[config.mk]
export PLATFORM = sky130hd
export DESIGN_NAME = two_column_text_line_splitter_flat
export DESIGN_NICKNAME = d
export VERILOG_FILES = /design/src/rtl/tcls_pkg.sv /design/src/rtl/tcls_text_if.sv /design/src/rtl/tcls_cfg_if.sv /design/src/rtl/tcls_result_if.sv /design/src/rtl/two_column_text_line_splitter.sv /design/src/rtl/tcls_result_fifo.sv /design/src/flat_wrapper.sv
export SDC_FILE = /design/constraint.sdc
export NUM_CORES = 2
export LEC_CHECK = 0
export BUFFER_PORTS_ARGS = -buffer_cell sky130_fd_sc_hd__buf_2
export CORE_ASPECT_RATIO = 0.5
export CORE_UTILIZATION = 56
export DETAILED_ROUTE_END_ITERATION = 8
export PLACE_DENSITY = 0.76
export SYNTH_ARGS = -nofsm -noshare
export SYNTH_HDL_FRONTEND = slang
export SYNTH_SLANG_ARGS = --single-unit
[constraint.sdc]
create_clock -name clk -period 7.3 [get_ports clk]
set_input_delay 1.095 -clock clk [delete_from_list [all_inputs] [get_ports clk]]
set_output_delay 1.095 -clock clk [all_outputs]
set_load 0.03 [all_outputs]
[src/rtl/tcls_pkg.sv]
// Shared types and constants for the two-column text line splitter.
// No dependencies; compiled first.
`timescale 1ns / 1ps
`default_nettype none

package tcls_pkg;

  // Default position counter width (the counter itself carries one more bit).
  localparam int OFFSET_BITS_DEFAULT = 24;

  // Fixed field widths of the result and request channels.
  localparam int OUT_OFFSET_BITS = 24;
  localparam int LEN_BITS        = 25;
  localparam int LINE_BITS       = 25;
  localparam int ISSUE_BITS      = 16;
  localparam int CFG_INDEX_BITS  = 2;
  localparam int CFG_DATA_BITS   = 16;

  // Result queue sizing.
  localparam int MAX_RESULTS     = 3;
  localparam int RES_COUNT_BITS  = $clog2(MAX_RESULTS + 1);
  localparam int RESULT_DEPTH    = 4;
  localparam int RES_PTR_BITS    = $clog2(RESULT_DEPTH);

  localparam logic [LINE_BITS-1:0]  LINE_MAX          = '1;
  localparam logic [ISSUE_BITS-1:0] ISSUE_CAP_DEFAULT = 16'd256;

  // Character codes.
  localparam logic [7:0] CH_NUL  = 8'h00;
  localparam logic [7:0] CH_TAB  = 8'h09;
  localparam logic [7:0] CH_LF   = 8'h0A;
  localparam logic [7:0] CH_CR   = 8'h0D;
  localparam logic [7:0] CH_SP   = 8'h20;
  localparam logic [7:0] CH_HASH = 8'h23;

  typedef enum logic [CFG_INDEX_BITS-1:0] {
    CFG_COLUMN_ORDER    = 2'd0,
    CFG_MAX_ISSUE_COUNT = 2'd1
  } cfg_index_t;

  typedef enum logic [1:0] {
    KIND_ENTRY = 2'd0,
    KIND_ISSUE = 2'd1,
    KIND_NUL   = 2'd2,
    KIND_DONE  = 2'd3
  } kind_t;

  typedef struct packed {
    kind_t                      result_kind;
    logic [LINE_BITS-1:0]       line_number;
    logic [OUT_OFFSET_BITS-1:0] key_offset;
    logic [LEN_BITS-1:0]        key_length;
    logic [OUT_OFFSET_BITS-1:0] value_offset;
    logic [LEN_BITS-1:0]        value_length;
    logic                       block_ok;
    logic                       last_result;
  } result_t;

  // Results produced by one byte, in delivery order (slot 0 first).
  typedef struct packed {
    logic [RES_COUNT_BITS-1:0]  count;
    result_t [MAX_RESULTS-1:0]  res;
  } push_t;

  typedef struct packed {
    logic room;   // space for a full set of results from one byte
  } fifo_status_t;

endpackage

`default_nettype wire

[src/rtl/tcls_text_if.sv]
// Byte request channel of the line splitter.
// Has no dependencies.
`timescale 1ns / 1ps
`default_nettype none

interface tcls_text_if ();
  logic       valid;
  logic       ready;
  logic [7:0] text_byte;
  logic       block_end;

  modport source (output valid, output text_byte, output block_end, input ready);
  modport sink   (input valid, input text_byte, input block_end, output ready);
endinterface

`default_nettype wire

[src/rtl/tcls_cfg_if.sv]
// Register write channel of the line splitter.
// Depends on tcls_pkg.
`timescale 1ns / 1ps
`default_nettype none

interface tcls_cfg_if import tcls_pkg::*; ();
  logic                      valid;
  logic                      ready;
  logic [CFG_INDEX_BITS-1:0] reg_index;
  logic [CFG_DATA_BITS-1:0]  data;

  modport source (output valid, output reg_index, output data, input ready);
  modport sink   (input valid, input reg_index, input data, output ready);
endinterface

`default_nettype wire

[src/rtl/tcls_result_if.sv]
// Result channel of the line splitter.
// Depends on tcls_pkg.
`timescale 1ns / 1ps
`default_nettype none

interface tcls_result_if import tcls_pkg::*; ();
  logic                       valid;
  logic                       ready;
  logic [1:0]                 result_kind;
  logic [LINE_BITS-1:0]       line_number;
  logic [OUT_OFFSET_BITS-1:0] key_offset;
  logic [LEN_BITS-1:0]        key_length;
  logic [OUT_OFFSET_BITS-1:0] value_offset;
  logic [LEN_BITS-1:0]        value_length;
  logic                       block_ok;
  logic                       last_result;

  modport source (output valid, output result_kind, output line_number,
                  output key_offset, output key_length, output value_offset,
                  output value_length, output block_ok, output last_result,
                  input ready);
  modport sink   (input valid, input result_kind, input line_number,
                  input key_offset, input key_length, input value_offset,
                  input value_length, input block_ok, input last_result,
                  output ready);
endinterface

`default_nettype wire

[src/rtl/two_column_text_line_splitter.sv]
// Two-column text line splitter: per-byte scanner plus result queue.
// Depends on tcls_pkg, the three channel interfaces and tcls_result_fifo.
//
// Takes a text block one byte per cycle and reports, for every record, the
// offset and length of its key and value spans. One byte is taken per clock
// whenever the result queue (four deep) has room for three results; every
// byte is handled in the cycle it is accepted and its results go straight
// into the queue, which hands out one result per clock. A normal byte gives
// at most one result, so a stream of bytes runs at one byte per cycle while
// the consumer keeps up. The final byte of a block can give three results
// (pending record, NUL report, block done), which holds the input while they
// drain. Registers may be written at any time the block is idle; the write
// channel is always ready.
`timescale 1ns / 1ps
`default_nettype none

module two_column_text_line_splitter import tcls_pkg::*; #(
  parameter int OFFSET_BITS = OFFSET_BITS_DEFAULT
) (
  input  logic          clk,
  input  logic          rst,
  tcls_text_if.sink     text,
  tcls_cfg_if.sink      cfg,
  tcls_result_if.source result
);

  // Positions saturate at 2^OFFSET_BITS, hence the extra bit.
  localparam int PW = OFFSET_BITS + 1;
  typedef logic [PW-1:0] pos_t;
  localparam pos_t POS_MAX = pos_t'(1) << OFFSET_BITS;

  typedef enum logic [2:0] {
    PH_START,
    PH_COMMENT,
    PH_FIRST,
    PH_GAP1,
    PH_SECOND,
    PH_GAPN
  } phase_t;

  // Configuration registers
  logic                  column_order;
  logic [ISSUE_BITS-1:0] max_issue_count;

  // Scanner state
  phase_t                scan_phase,        scan_phase_next;
  pos_t                  byte_offset,       byte_offset_next;
  logic [LINE_BITS-1:0]  line_count,        line_count_next;
  logic [LINE_BITS-1:0]  record_line,       record_line_next;
  pos_t                  first_token_start, first_token_start_next;
  pos_t                  first_token_end,   first_token_end_next;
  pos_t                  second_part_start, second_part_start_next;
  pos_t                  content_end,       content_end_next;
  pos_t                  prior_token_end,   prior_token_end_next;
  logic [ISSUE_BITS-1:0] issues_sent;
  logic                  nul_seen,          nul_seen_next;
  logic [LINE_BITS-1:0]  nul_line,          nul_line_next;

  logic         text_fire;
  logic         cfg_fire;
  logic         skip_byte;   // trailing NUL on the final byte
  logic         is_blank;
  logic         is_crlf;
  pos_t         pos_succ;
  logic         scan_issue;
  logic         scan_entry;
  logic         end_issue;
  logic         end_entry;
  logic         issue_emit;
  logic         rec_fire;
  logic         nul_fire;
  logic         done_fire;
  result_t      rec_res;
  result_t      nul_res;
  result_t      done_res;
  push_t        push;
  fifo_status_t status;

  function automatic logic [LEN_BITS-1:0] span_len(pos_t s, pos_t e);
    return (e >= s) ? LEN_BITS'(e - s) : '0;
  endfunction

  assign text_fire = text.valid && text.ready;
  assign cfg_fire  = cfg.valid && cfg.ready;
  assign cfg.ready = 1'b1;
  assign text.ready = status.room;

  assign skip_byte = text.block_end && (text.text_byte == CH_NUL);
  assign is_blank  = (text.text_byte == CH_SP) || (text.text_byte == CH_TAB);
  assign is_crlf   = (text.text_byte == CH_CR) || (text.text_byte == CH_LF);
  assign pos_succ  = byte_offset[OFFSET_BITS] ? POS_MAX : byte_offset + pos_t'(1);

  // Byte scan, then end-of-block close of the pending record.
  always_comb begin
    scan_phase_next        = scan_phase;
    byte_offset_next       = byte_offset;
    line_count_next        = line_count;
    record_line_next       = record_line;
    first_token_start_next = first_token_start;
    first_token_end_next   = first_token_end;
    second_part_start_next = second_part_start;
    content_end_next       = content_end;
    prior_token_end_next   = prior_token_end;
    nul_seen_next          = nul_seen;
    nul_line_next          = nul_line;
    scan_issue             = 1'b0;
    scan_entry             = 1'b0;
    end_issue              = 1'b0;
    end_entry              = 1'b0;

    if (text_fire && !skip_byte) begin
      // Inner NUL: only the first one is recorded; splitting treats it as text.
      if (text.text_byte == CH_NUL && !nul_seen) begin
        nul_seen_next = 1'b1;
        nul_line_next = line_count;
      end

      unique case (scan_phase) inside
        PH_START: begin
          if (!is_blank && !is_crlf) begin
            if (text.text_byte == CH_HASH) begin
              scan_phase_next = PH_COMMENT;
            end else begin
              first_token_start_next = byte_offset;
              record_line_next       = line_count;
              scan_phase_next        = PH_FIRST;
            end
          end
        end
        PH_COMMENT: begin
          if (is_crlf) scan_phase_next = PH_START;
        end
        PH_FIRST: begin
          if (is_blank || is_crlf) begin
            first_token_end_next = byte_offset;
            if (is_crlf) begin
              scan_issue      = 1'b1;
              scan_phase_next = PH_START;
            end else begin
              scan_phase_next = PH_GAP1;
            end
          end
        end
        PH_GAP1: begin
          if (is_crlf) begin
            scan_issue      = 1'b1;
            scan_phase_next = PH_START;
          end else if (!is_blank) begin
            second_part_start_next = byte_offset;
            content_end_next       = pos_succ;
            prior_token_end_next   = first_token_end;
            scan_phase_next        = PH_SECOND;
          end
        end
        PH_SECOND, PH_GAPN: begin
          if (is_crlf) begin
            // value-then-key: key ends at the line break
            if (column_order && scan_phase == PH_SECOND) content_end_next = byte_offset;
            scan_entry      = 1'b1;
            scan_phase_next = PH_START;
          end else if (!column_order) begin
            // key-then-value: value end tracks last non-blank byte
            if (!is_blank) content_end_next = pos_succ;
            scan_phase_next = PH_SECOND;
          end else if (scan_phase == PH_SECOND) begin
            if (is_blank) begin
              content_end_next = byte_offset;
              scan_phase_next  = PH_GAPN;
            end
          end else if (!is_blank) begin
            // new token: the previous one becomes part of the value
            prior_token_end_next   = content_end;
            second_part_start_next = byte_offset;
            content_end_next       = pos_succ;
            scan_phase_next        = PH_SECOND;
          end
        end
        default: scan_phase_next = PH_START;
      endcase

      if (text.text_byte == CH_LF && line_count != LINE_MAX) begin
        line_count_next = line_count + LINE_BITS'(1);
      end
      if (!byte_offset[OFFSET_BITS]) byte_offset_next = byte_offset + pos_t'(1);
    end

    if (text_fire && text.block_end) begin
      unique case (scan_phase_next) inside
        PH_FIRST: begin
          first_token_end_next = byte_offset_next;
          end_issue            = 1'b1;
        end
        PH_GAP1: end_issue = 1'b1;
        PH_SECOND: begin
          if (column_order) content_end_next = byte_offset_next;
          end_entry = 1'b1;
        end
        PH_GAPN: end_entry = 1'b1;
        default: ;
      endcase
    end
  end

  // Issue results are capped per block.
  assign issue_emit = (scan_issue || end_issue) && (issues_sent < max_issue_count);
  assign rec_fire   = issue_emit || scan_entry || end_entry;
  assign done_fire  = text_fire && text.block_end;
  assign nul_fire   = done_fire && nul_seen_next;

  always_comb begin
    rec_res             = '0;
    rec_res.line_number = record_line_next;
    if (issue_emit) begin
      rec_res.result_kind = KIND_ISSUE;
    end else if (!column_order) begin
      rec_res.result_kind  = KIND_ENTRY;
      rec_res.key_offset   = OUT_OFFSET_BITS'(first_token_start_next);
      rec_res.key_length   = span_len(first_token_start_next, first_token_end_next);
      rec_res.value_offset = OUT_OFFSET_BITS'(second_part_start_next);
      rec_res.value_length = span_len(second_part_start_next, content_end_next);
    end else begin
      rec_res.result_kind  = KIND_ENTRY;
      rec_res.key_offset   = OUT_OFFSET_BITS'(second_part_start_next);
      rec_res.key_length   = span_len(second_part_start_next, content_end_next);
      rec_res.value_offset = OUT_OFFSET_BITS'(first_token_start_next);
      rec_res.value_length = span_len(first_token_start_next, prior_token_end_next);
    end

    nul_res             = '0;
    nul_res.result_kind = KIND_NUL;
    nul_res.line_number = nul_line_next;

    done_res             = '0;
    done_res.result_kind = KIND_DONE;
    done_res.line_number = line_count_next;
    done_res.block_ok    = !nul_seen_next;
    done_res.last_result = 1'b1;
  end

  // Pack in delivery order: record, NUL report, block done.
  always_comb begin
    push.count  = RES_COUNT_BITS'(rec_fire) + RES_COUNT_BITS'(nul_fire)
                + RES_COUNT_BITS'(done_fire);
    push.res[0] = rec_fire ? rec_res : (nul_fire ? nul_res : done_res);
    push.res[1] = rec_fire ? (nul_fire ? nul_res : done_res) : done_res;
    push.res[2] = done_res;
  end

  always_ff @(posedge clk) begin
    if (rst) begin
      column_order    <= 1'b0;
      max_issue_count <= ISSUE_CAP_DEFAULT;
    end else if (cfg_fire) begin
      unique case (cfg.reg_index)
        CFG_COLUMN_ORDER:    column_order    <= cfg.data[0];
        CFG_MAX_ISSUE_COUNT: max_issue_count <= cfg.data;
        default: ;
      endcase
    end
  end

  // The block end returns the scanner to its reset state.
  always_ff @(posedge clk) begin
    if (rst || done_fire) begin
      scan_phase        <= PH_START;
      byte_offset       <= '0;
      line_count        <= LINE_BITS'(1);
      record_line       <= LINE_BITS'(1);
      first_token_start <= '0;
      first_token_end   <= '0;
      second_part_start <= '0;
      content_end       <= '0;
      prior_token_end   <= '0;
      issues_sent       <= '0;
      nul_seen          <= 1'b0;
      nul_line          <= '0;
    end else begin
      scan_phase        <= scan_phase_next;
      byte_offset       <= byte_offset_next;
      line_count        <= line_count_next;
      record_line       <= record_line_next;
      first_token_start <= first_token_start_next;
      first_token_end   <= first_token_end_next;
      second_part_start <= second_part_start_next;
      content_end       <= content_end_next;
      prior_token_end   <= prior_token_end_next;
      nul_seen          <= nul_seen_next;
      nul_line          <= nul_line_next;
      if (issue_emit) issues_sent <= issues_sent + ISSUE_BITS'(1);
    end
  end

  tcls_result_fifo u_result_fifo (
    .clk    (clk),
    .rst    (rst),
    .push   (push),
    .status (status),
    .result (result)
  );

`ifndef SYNTHESIS
  a_push_needs_request: assert property (@(posedge clk) disable iff (rst)
    (push.count != '0) |-> text_fire)
    else $error("results pushed without an accepted request");

  a_block_clears: assert property (@(posedge clk) disable iff (rst)
    done_fire |=> (scan_phase == PH_START) && (byte_offset == '0) && !nul_seen)
    else $error("scanner not cleared after block end");

  a_offset_cap: assert property (@(posedge clk) disable iff (rst)
    byte_offset <= POS_MAX)
    else $error("byte offset beyond saturation");
`endif

endmodule

`default_nettype wire

[src/rtl/tcls_result_fifo.sv]
// Small result queue: takes up to three results per cycle, hands out one.
// Depends on tcls_pkg and tcls_result_if.
`timescale 1ns / 1ps
`default_nettype none

module tcls_result_fifo import tcls_pkg::*; (
  input  logic            clk,
  input  logic            rst,
  input  push_t           push,
  output fifo_status_t    status,
  tcls_result_if.source   result
);

  localparam int CNT_BITS = RES_PTR_BITS + 1;

  result_t               entries [RESULT_DEPTH];
  logic [RES_PTR_BITS-1:0] wr_ptr;
  logic [RES_PTR_BITS-1:0] rd_ptr;
  logic [CNT_BITS-1:0]     count;
  logic                    pop;
  result_t                 head;

  assign pop  = result.valid && result.ready;
  assign head = entries[rd_ptr];

  always_ff @(posedge clk) begin
    for (int k = 0; k < MAX_RESULTS; k++) begin
      if (RES_COUNT_BITS'(k) < push.count) begin
        entries[wr_ptr + RES_PTR_BITS'(k)] <= push.res[k];
      end
    end
  end

  always_ff @(posedge clk) begin
    if (rst) begin
      wr_ptr <= '0;
      rd_ptr <= '0;
      count  <= '0;
    end else begin
      wr_ptr <= wr_ptr + RES_PTR_BITS'(push.count);
      rd_ptr <= rd_ptr + RES_PTR_BITS'(pop);
      count  <= count + CNT_BITS'(push.count) - CNT_BITS'(pop);
    end
  end

  assign status.room = (count <= CNT_BITS'(RESULT_DEPTH - MAX_RESULTS));

  assign result.valid        = (count != '0);
  assign result.result_kind  = head.result_kind;
  assign result.line_number  = head.line_number;
  assign result.key_offset   = head.key_offset;
  assign result.key_length   = head.key_length;
  assign result.value_offset = head.value_offset;
  assign result.value_length = head.value_length;
  assign result.block_ok     = head.block_ok;
  assign result.last_result  = head.last_result;

`ifndef SYNTHESIS
  a_count_bound: assert property (@(posedge clk) disable iff (rst)
    count <= CNT_BITS'(RESULT_DEPTH))
    else $error("result queue count out of range");

  a_push_with_room: assert property (@(posedge clk) disable iff (rst)
    (push.count != '0) |-> (count <= CNT_BITS'(RESULT_DEPTH - MAX_RESULTS)))
    else $error("results pushed without room");

  a_ptr_track: assert property (@(posedge clk) disable iff (rst)
    RES_PTR_BITS'(wr_ptr - rd_ptr) == count[RES_PTR_BITS-1:0])
    else $error("queue pointers disagree with count");
`endif

endmodule

`default_nettype wire

[src/flat_wrapper.sv]
// flat-port wrapper written by rule: the top's interface ports become plain ports
module two_column_text_line_splitter_flat import tcls_pkg::*;
#(
  parameter int OFFSET_BITS = OFFSET_BITS_DEFAULT
)
  (clk, rst, text_valid, text_text_byte, text_block_end, text_ready, cfg_valid, cfg_reg_index, cfg_data, cfg_ready, result_valid, result_result_kind, result_line_number, result_key_offset, result_key_length, result_value_offset, result_value_length, result_block_ok, result_last_result, result_ready);
  tcls_text_if text_i ();
  tcls_cfg_if cfg_i ();
  tcls_result_if result_i ();
  input  logic clk;
  input  logic rst;
  input wire logic [$bits(text_i.valid)-1:0] text_valid;
  input wire logic [$bits(text_i.text_byte)-1:0] text_text_byte;
  input wire logic [$bits(text_i.block_end)-1:0] text_block_end;
  output wire logic [$bits(text_i.ready)-1:0] text_ready;
  input wire logic [$bits(cfg_i.valid)-1:0] cfg_valid;
  input wire logic [$bits(cfg_i.reg_index)-1:0] cfg_reg_index;
  input wire logic [$bits(cfg_i.data)-1:0] cfg_data;
  output wire logic [$bits(cfg_i.ready)-1:0] cfg_ready;
  output wire logic [$bits(result_i.valid)-1:0] result_valid;
  output wire logic [$bits(result_i.result_kind)-1:0] result_result_kind;
  output wire logic [$bits(result_i.line_number)-1:0] result_line_number;
  output wire logic [$bits(result_i.key_offset)-1:0] result_key_offset;
  output wire logic [$bits(result_i.key_length)-1:0] result_key_length;
  output wire logic [$bits(result_i.value_offset)-1:0] result_value_offset;
  output wire logic [$bits(result_i.value_length)-1:0] result_value_length;
  output wire logic [$bits(result_i.block_ok)-1:0] result_block_ok;
  output wire logic [$bits(result_i.last_result)-1:0] result_last_result;
  input wire logic [$bits(result_i.ready)-1:0] result_ready;
  assign text_i.valid = text_valid;
  assign text_i.text_byte = text_text_byte;
  assign text_i.block_end = text_block_end;
  assign text_ready = text_i.ready;
  assign cfg_i.valid = cfg_valid;
  assign cfg_i.reg_index = cfg_reg_index;
  assign cfg_i.data = cfg_data;
  assign cfg_ready = cfg_i.ready;
  assign result_valid = result_i.valid;
  assign result_result_kind = result_i.result_kind;
  assign result_line_number = result_i.line_number;
  assign result_key_offset = result_i.key_offset;
  assign result_key_length = result_i.key_length;
  assign result_value_offset = result_i.value_offset;
  assign result_value_length = result_i.value_length;
  assign result_block_ok = result_i.block_ok;
  assign result_last_result = result_i.last_result;
  assign result_i.ready = result_ready;
  two_column_text_line_splitter #(.OFFSET_BITS(OFFSET_BITS)) u_core (.clk(clk), .rst(rst), .text(text_i), .cfg(cfg_i), .result(result_i));
endmodule
Word level (Yosys, flattened, before mapping)
Memory sizes are Yosys's and may differ from the RTL's. A register that Yosys moved wholly into a read port is not among the register bits.
Cells that the tools add are included.
W data, S select, Z words.

word-level totals
  bits in registers = 269
  bits of input ports = 32
  memories kept = 1
  memory bits (read-only) = 0
  latch bits = 0
  memory bits (writable) = 508

cells by class
  multiplexer cells = 88
  reductions and logical operators = 32
  $mul = 0
  equality and inequality tests = 16
  shift-type cells = 0
  add/subtract/negate cells = 14
  order comparisons = 8
  divide/modulo/power cells = 0
  bitwise operators = 0

memory list
  name                          depth  bits a word  rd ports  clocked after memory_dff  write ports  line                    source
  u_core.u_result_fifo.entries  4      127          1         1                         3            tcls_result_fifo.sv:16  result_t entries [RESULT_DEPTH];

operator list
  cell                     number
  $mux W25                 47
  $mux W127                2
  $mux W98                 2
  $pmux W25 S2             3
  $mux W126                1
  $ge A25 B25 Y1           3
  $sub A25 B25 Y25         3
  $add A25 B1 Y25 const B  2
  $mux W3                  10
  $ne A25 B25 Y1 const B   1
  $eq A8 B4 Y1 const B     3
  $mux W1                  18
  $add A16 B1 Y16 const B  1
  $eq A8 B6 Y1 const B     2
  $lt A16 B16 Y1           1
  $pmux W3 S5              1
  $eq A3 B2 Y1 const B     4
  $eq A3 B3 Y1 const B     4
  $logic_and A1 B1 Y1      11
  $logic_not A8 Y1         1
  $logic_or A1 B1 Y1       7
  $mux W2                  3
  $reduce_or A2 Y1         3
  $logic_not A1 Y1         5
  17 further kinds         20

Logic depth before layout (Yosys ltp)
  depth in word-level cells = 21
  depth in mapped cells = 29
  depth with buffers taken out = 24

Modules after synthesis
Synthesis repeated with hierarchy kept, for this count alone.

unflattened totals
  cells, all modules = 5421
  area, all modules = 47364.2 um^2

by module, submodules not included
  module                         sequential area each (um^2)  instances  cells an instance  area each (um^2)
  tcls_result_fifo               15394.8                      1          2981               28919.0
  two_column_text_line_splitter  5245.0                       1          2440               18445.2

Least setup slack after synthesis
Ideal clock, no wire load.

  kind = input -> register
  from = input port text_text_byte[1]
  to = memory u_core.u_result_fifo.entries[0][19] (netlist name)
  buffers on the path = 5
  slack = 389 ps
  setup time = 140 ps
  arrival time = 6771 ps
  stages on the path = 28
  required time = 7160 ps
  path through = clkbuf_1 > or3b_1 > a211oi_2 > nor3_1 > o32ai_2 > nor2b_1 > and2_0 > and3_1 > clkbuf_1 > buf_1 > nand2_1 > o21ai_0 > inv_1 > ha_1 > nor2b_1 > o21ai_0 > a21boi_0 > o21ai_0 > a21o_1 > a21oi_1 > o21ai_0 > nand3_1 > o311a_1 > or2_2 > clkbuf_1 > buf_1 > nand3_1 > o221ai_1

RTL lines
  what         line                    source
  from (decl)  flat_wrapper.sv:13      input wire logic [$bits(text_i.text_byte)-1:0] text_text_byte;
  to (decl)    tcls_result_fifo.sv:16

==> qor.yml <==
status: "completed"
tightest_slew_ps: 1220
track_usage_pct: 39.2
syn_inst: 4389
arrival_ps: 7290
cp_slowest_stage_delay_ps: 600
relSlewSlack_pct: 18.7
synth-edff-count: 104
io_buffers: 160
layout_commonest_cell: "nand2_1"
antenna_found_initial: 5
overflow: 0
crit_buf_inv: 2
timing.critical_path.cells: "buf_2 > or4b_1 > a211o_1 > nor4bb_4 > buf_4 > a211oi_2 > and3b_1 > or2_2 > o221ai_1 > ha_1 > fa_1 > nor2b_1 > o21ai_0 > a21boi_0 > o21ai_0 > a21oi_1 > a211o_1 > a211o_1 > o211ai_1 > a311oi_1 > nor2_1 > xnor2_1 > o221ai_1"
hold_viol_final: 0
cap_violations: 0
die_h_um: 190
synth_warnings: 0
setup_viol: 0
grt_max_degree: 128
drt-total-wl_mm: 144
synthArstFlopShare_pct: 0
synth_area_leaders: "dfxtp_1, edfxtp_1, mux4_2"
num_io_pins: 162
crit_top_cell: "a211o_1"
first_pass_iters: 6
gp_congestion: 1.04
postCtsSetupRepairBufs: 0
layout-drive-gt1-share_pct: 14.9
ir_drop_mv: 0.251
cts_tree: "yes"
fp.dieW_um: 379
cts.repair.resized: 0
hold_class: "flip-flop to flip-flop"
clockBufferDepth: 3
fin_crit_sh_pct: 92.9
p_leak_nw: 16.6
fp.coreArea_mm2: 0.0696
ys_ff_latch: 777
clk_pin_slew_ps: 70
end_kind: "flip-flop"
total_power_mw: 11.3
cp_max_fo: 18
grt_pass1_vias: 34300
fin_util_pct: 64.2
clk_latency_ps: 690
wire_per_inst_um: 26.0
dp_cells: 5388
synth.distinct_cells: 85
postCtsHoldBufs: 0
holdWs_ps: 451
setup_tns_ps: 0
area_growth_pct: 12.3
placed_cell_area_mm2: 0.0424
fin_skew_ps: 24.2
fp-row-count: 68
slew_viol_final: 0
mostFrequentLayoutCells: "nand2_1, dfxtp_1, o21ai_0, nor2_1, buf_4"
grt_pass1_wl_mm: 215
clock.fmax_ghz: 0.147
synth.top_cell.area_share_pct: 33.9
cts_buffers: 70
dp_hpwl_mm: 99.2
post-route-cell-area_mm2: 0.0447
clock-root-buffer: "clkbuf_16"
crit_path_start_kind: "input port"
nFillCells: 5802
numClockSinks: 777
yosysSeqAreaShare_pct: 41.7
crit_required_ps: 7810
synthFlopType: "dfxtp_1"
drt_iter0_drc: 5109
syn_area_per_cell_um2: 9.06
stdcell_count: 5516
critPathKind: "input port to flip-flop"
vias_per_cell: 6.68
p_per_area_mw_per_mm2: 252
synth.largest_area_cell: "dfxtp_1"
initial_core_util_pct: 57.1
dr_total_vias: 36800
grt_setup_unrepaired: "false"
synth_area_mm2: 0.0398
path_delay_family: "compound AO/OA/AOI/OAI gates"
htree_levels: 3
die-area_mm2: 0.0721
slowest_stage: "a311oi_1"
antenna_left: 0
detailedPlace.worstSlack_ps: 23.2
drc: 0
final_nets: 4651
syn_nets: 4525
min_period_ps: 6780
setup_ws_ps: 517
[flip-flops by register name, indices dropped and copies added (netlist names), 3 cells and up]
register and flops:
u_core.u_result_fifo.count 3, u_core.nul_line 25, u_core.first_token_end 25, u_core.issues_sent 16, u_core.content_end 25, u_core.prior_token_end 25, u_core.max_issue_count 16, u_core.first_token_start 25
u_core.byte_offset 25, u_core.second_part_start 25, u_core.line_count 25, u_core.record_line 25, u_core.u_result_fifo.entries 508, u_core.scan_phase 3
[logic make-up (layout without fill, tap and decap cells)]
kind of cell	after synthesis	count (layout)	share of synthesized area, %
mux	301	301	11.7
simple gates	1550	1550	17.3
other cells	1	2	0.00943
flops	777	777	41.7
compound gates	1125	1125	19.1
fa+ha+maj	104	104	3.37
xor+xnor	137	137	3.02
buf+inv	394	575	3.74
[synth_stat cells, types with 8 or more instances]
master / number
mux2_2: 29
nand4_1: 41
clkbuf_1: 263
and2_1: 94
and4_1: 9
o31ai_1: 9
xnor2_1: 88
nor2_1: 348
mux4_2: 127
and3_1: 27
a21boi_0: 11
a21o_1: 34
buf_1: 35
nand2b_1: 26
nor3b_1: 9
o2bb2ai_1: 8
a32oi_1: 13
a221o_1: 40
xor2_1: 49
dfxtp_1: 673
a221oi_1: 9
o21bai_1: 16
o221ai_1: 169
o2111ai_1: 8
a311oi_1: 10
nand2_1: 734
ha_1: 99
a22oi_1: 58
or2_2: 8
o21ai_0: 413
edfxtp_1: 104
nand3_1: 117
nor2b_1: 25
a22o_1: 42
or3_1: 28
nor3_1: 49
inv_1: 90
o21a_1: 9
mux2i_1: 143
a21oi_1: 140
a31oi_1: 19
o211ai_1: 43
[final timing paths]
kind / slack, ps / from / depth (start not counted) / endpoint
worst min register to register: 450 / u_core.u_result_fifo.entries[0][126] / 2 / u_core.u_result_fifo.entries[0][126]
worst max-delay path: 520 / text_text_byte[0] / 23 / u_core.u_result_fifo.entries[2][71]
worst max register to register: 650 / u_core.byte_offset[0] / 18 / u_core.u_result_fifo.entries[3][11]
worst min-delay path: 450 / u_core.u_result_fifo.entries[0][126] / 2 / u_core.u_result_fifo.entries[0][126]
[layout make-up]
type,instances,area (um^2),area share [%]
diodes,1,2.50,0.00560
clock buffers,93,1970,4.41
inverters,91,342,0.765
multi-input cells,3218,21800,48.9
clock inverters,34,338,0.756
repair buffers,357,2380,5.33
flip-flops and latches,777,16600,37.2
well taps,945,1180,2.65
[power by group]
group	switching, mW	leakage [nW]	internal, mW
clock	1.79	1.13	2.04
sequential	0.114	6.43	4.45
combinational	1.89	9.07	0.961
total	3.80	16.6	7.46
[worst reg2reg max path, delay by kind of cell, from the launching register on]
| family | cells | cell delay [ps] |
|---|---|---|
| AOI/OAI and AO/OA | 5 | 1230 |
| adders and majority gates | 2 | 710 |
| DFF | 1 | 570 |
| and+or+nand+nor | 11 | 4030 |
[metal layers]
layer  vias to the layer above  share of wire (%)  global-route usage (%)
met5                         -              0.029                       0
met2                      2284                 44                    58.9
met1                     18000                 42                    55.7
met4                         6                2.9                    11.4
li1                      16300                  -                       -
met3                       306                 12                    9.73
(Power assumes the default switching activity.)
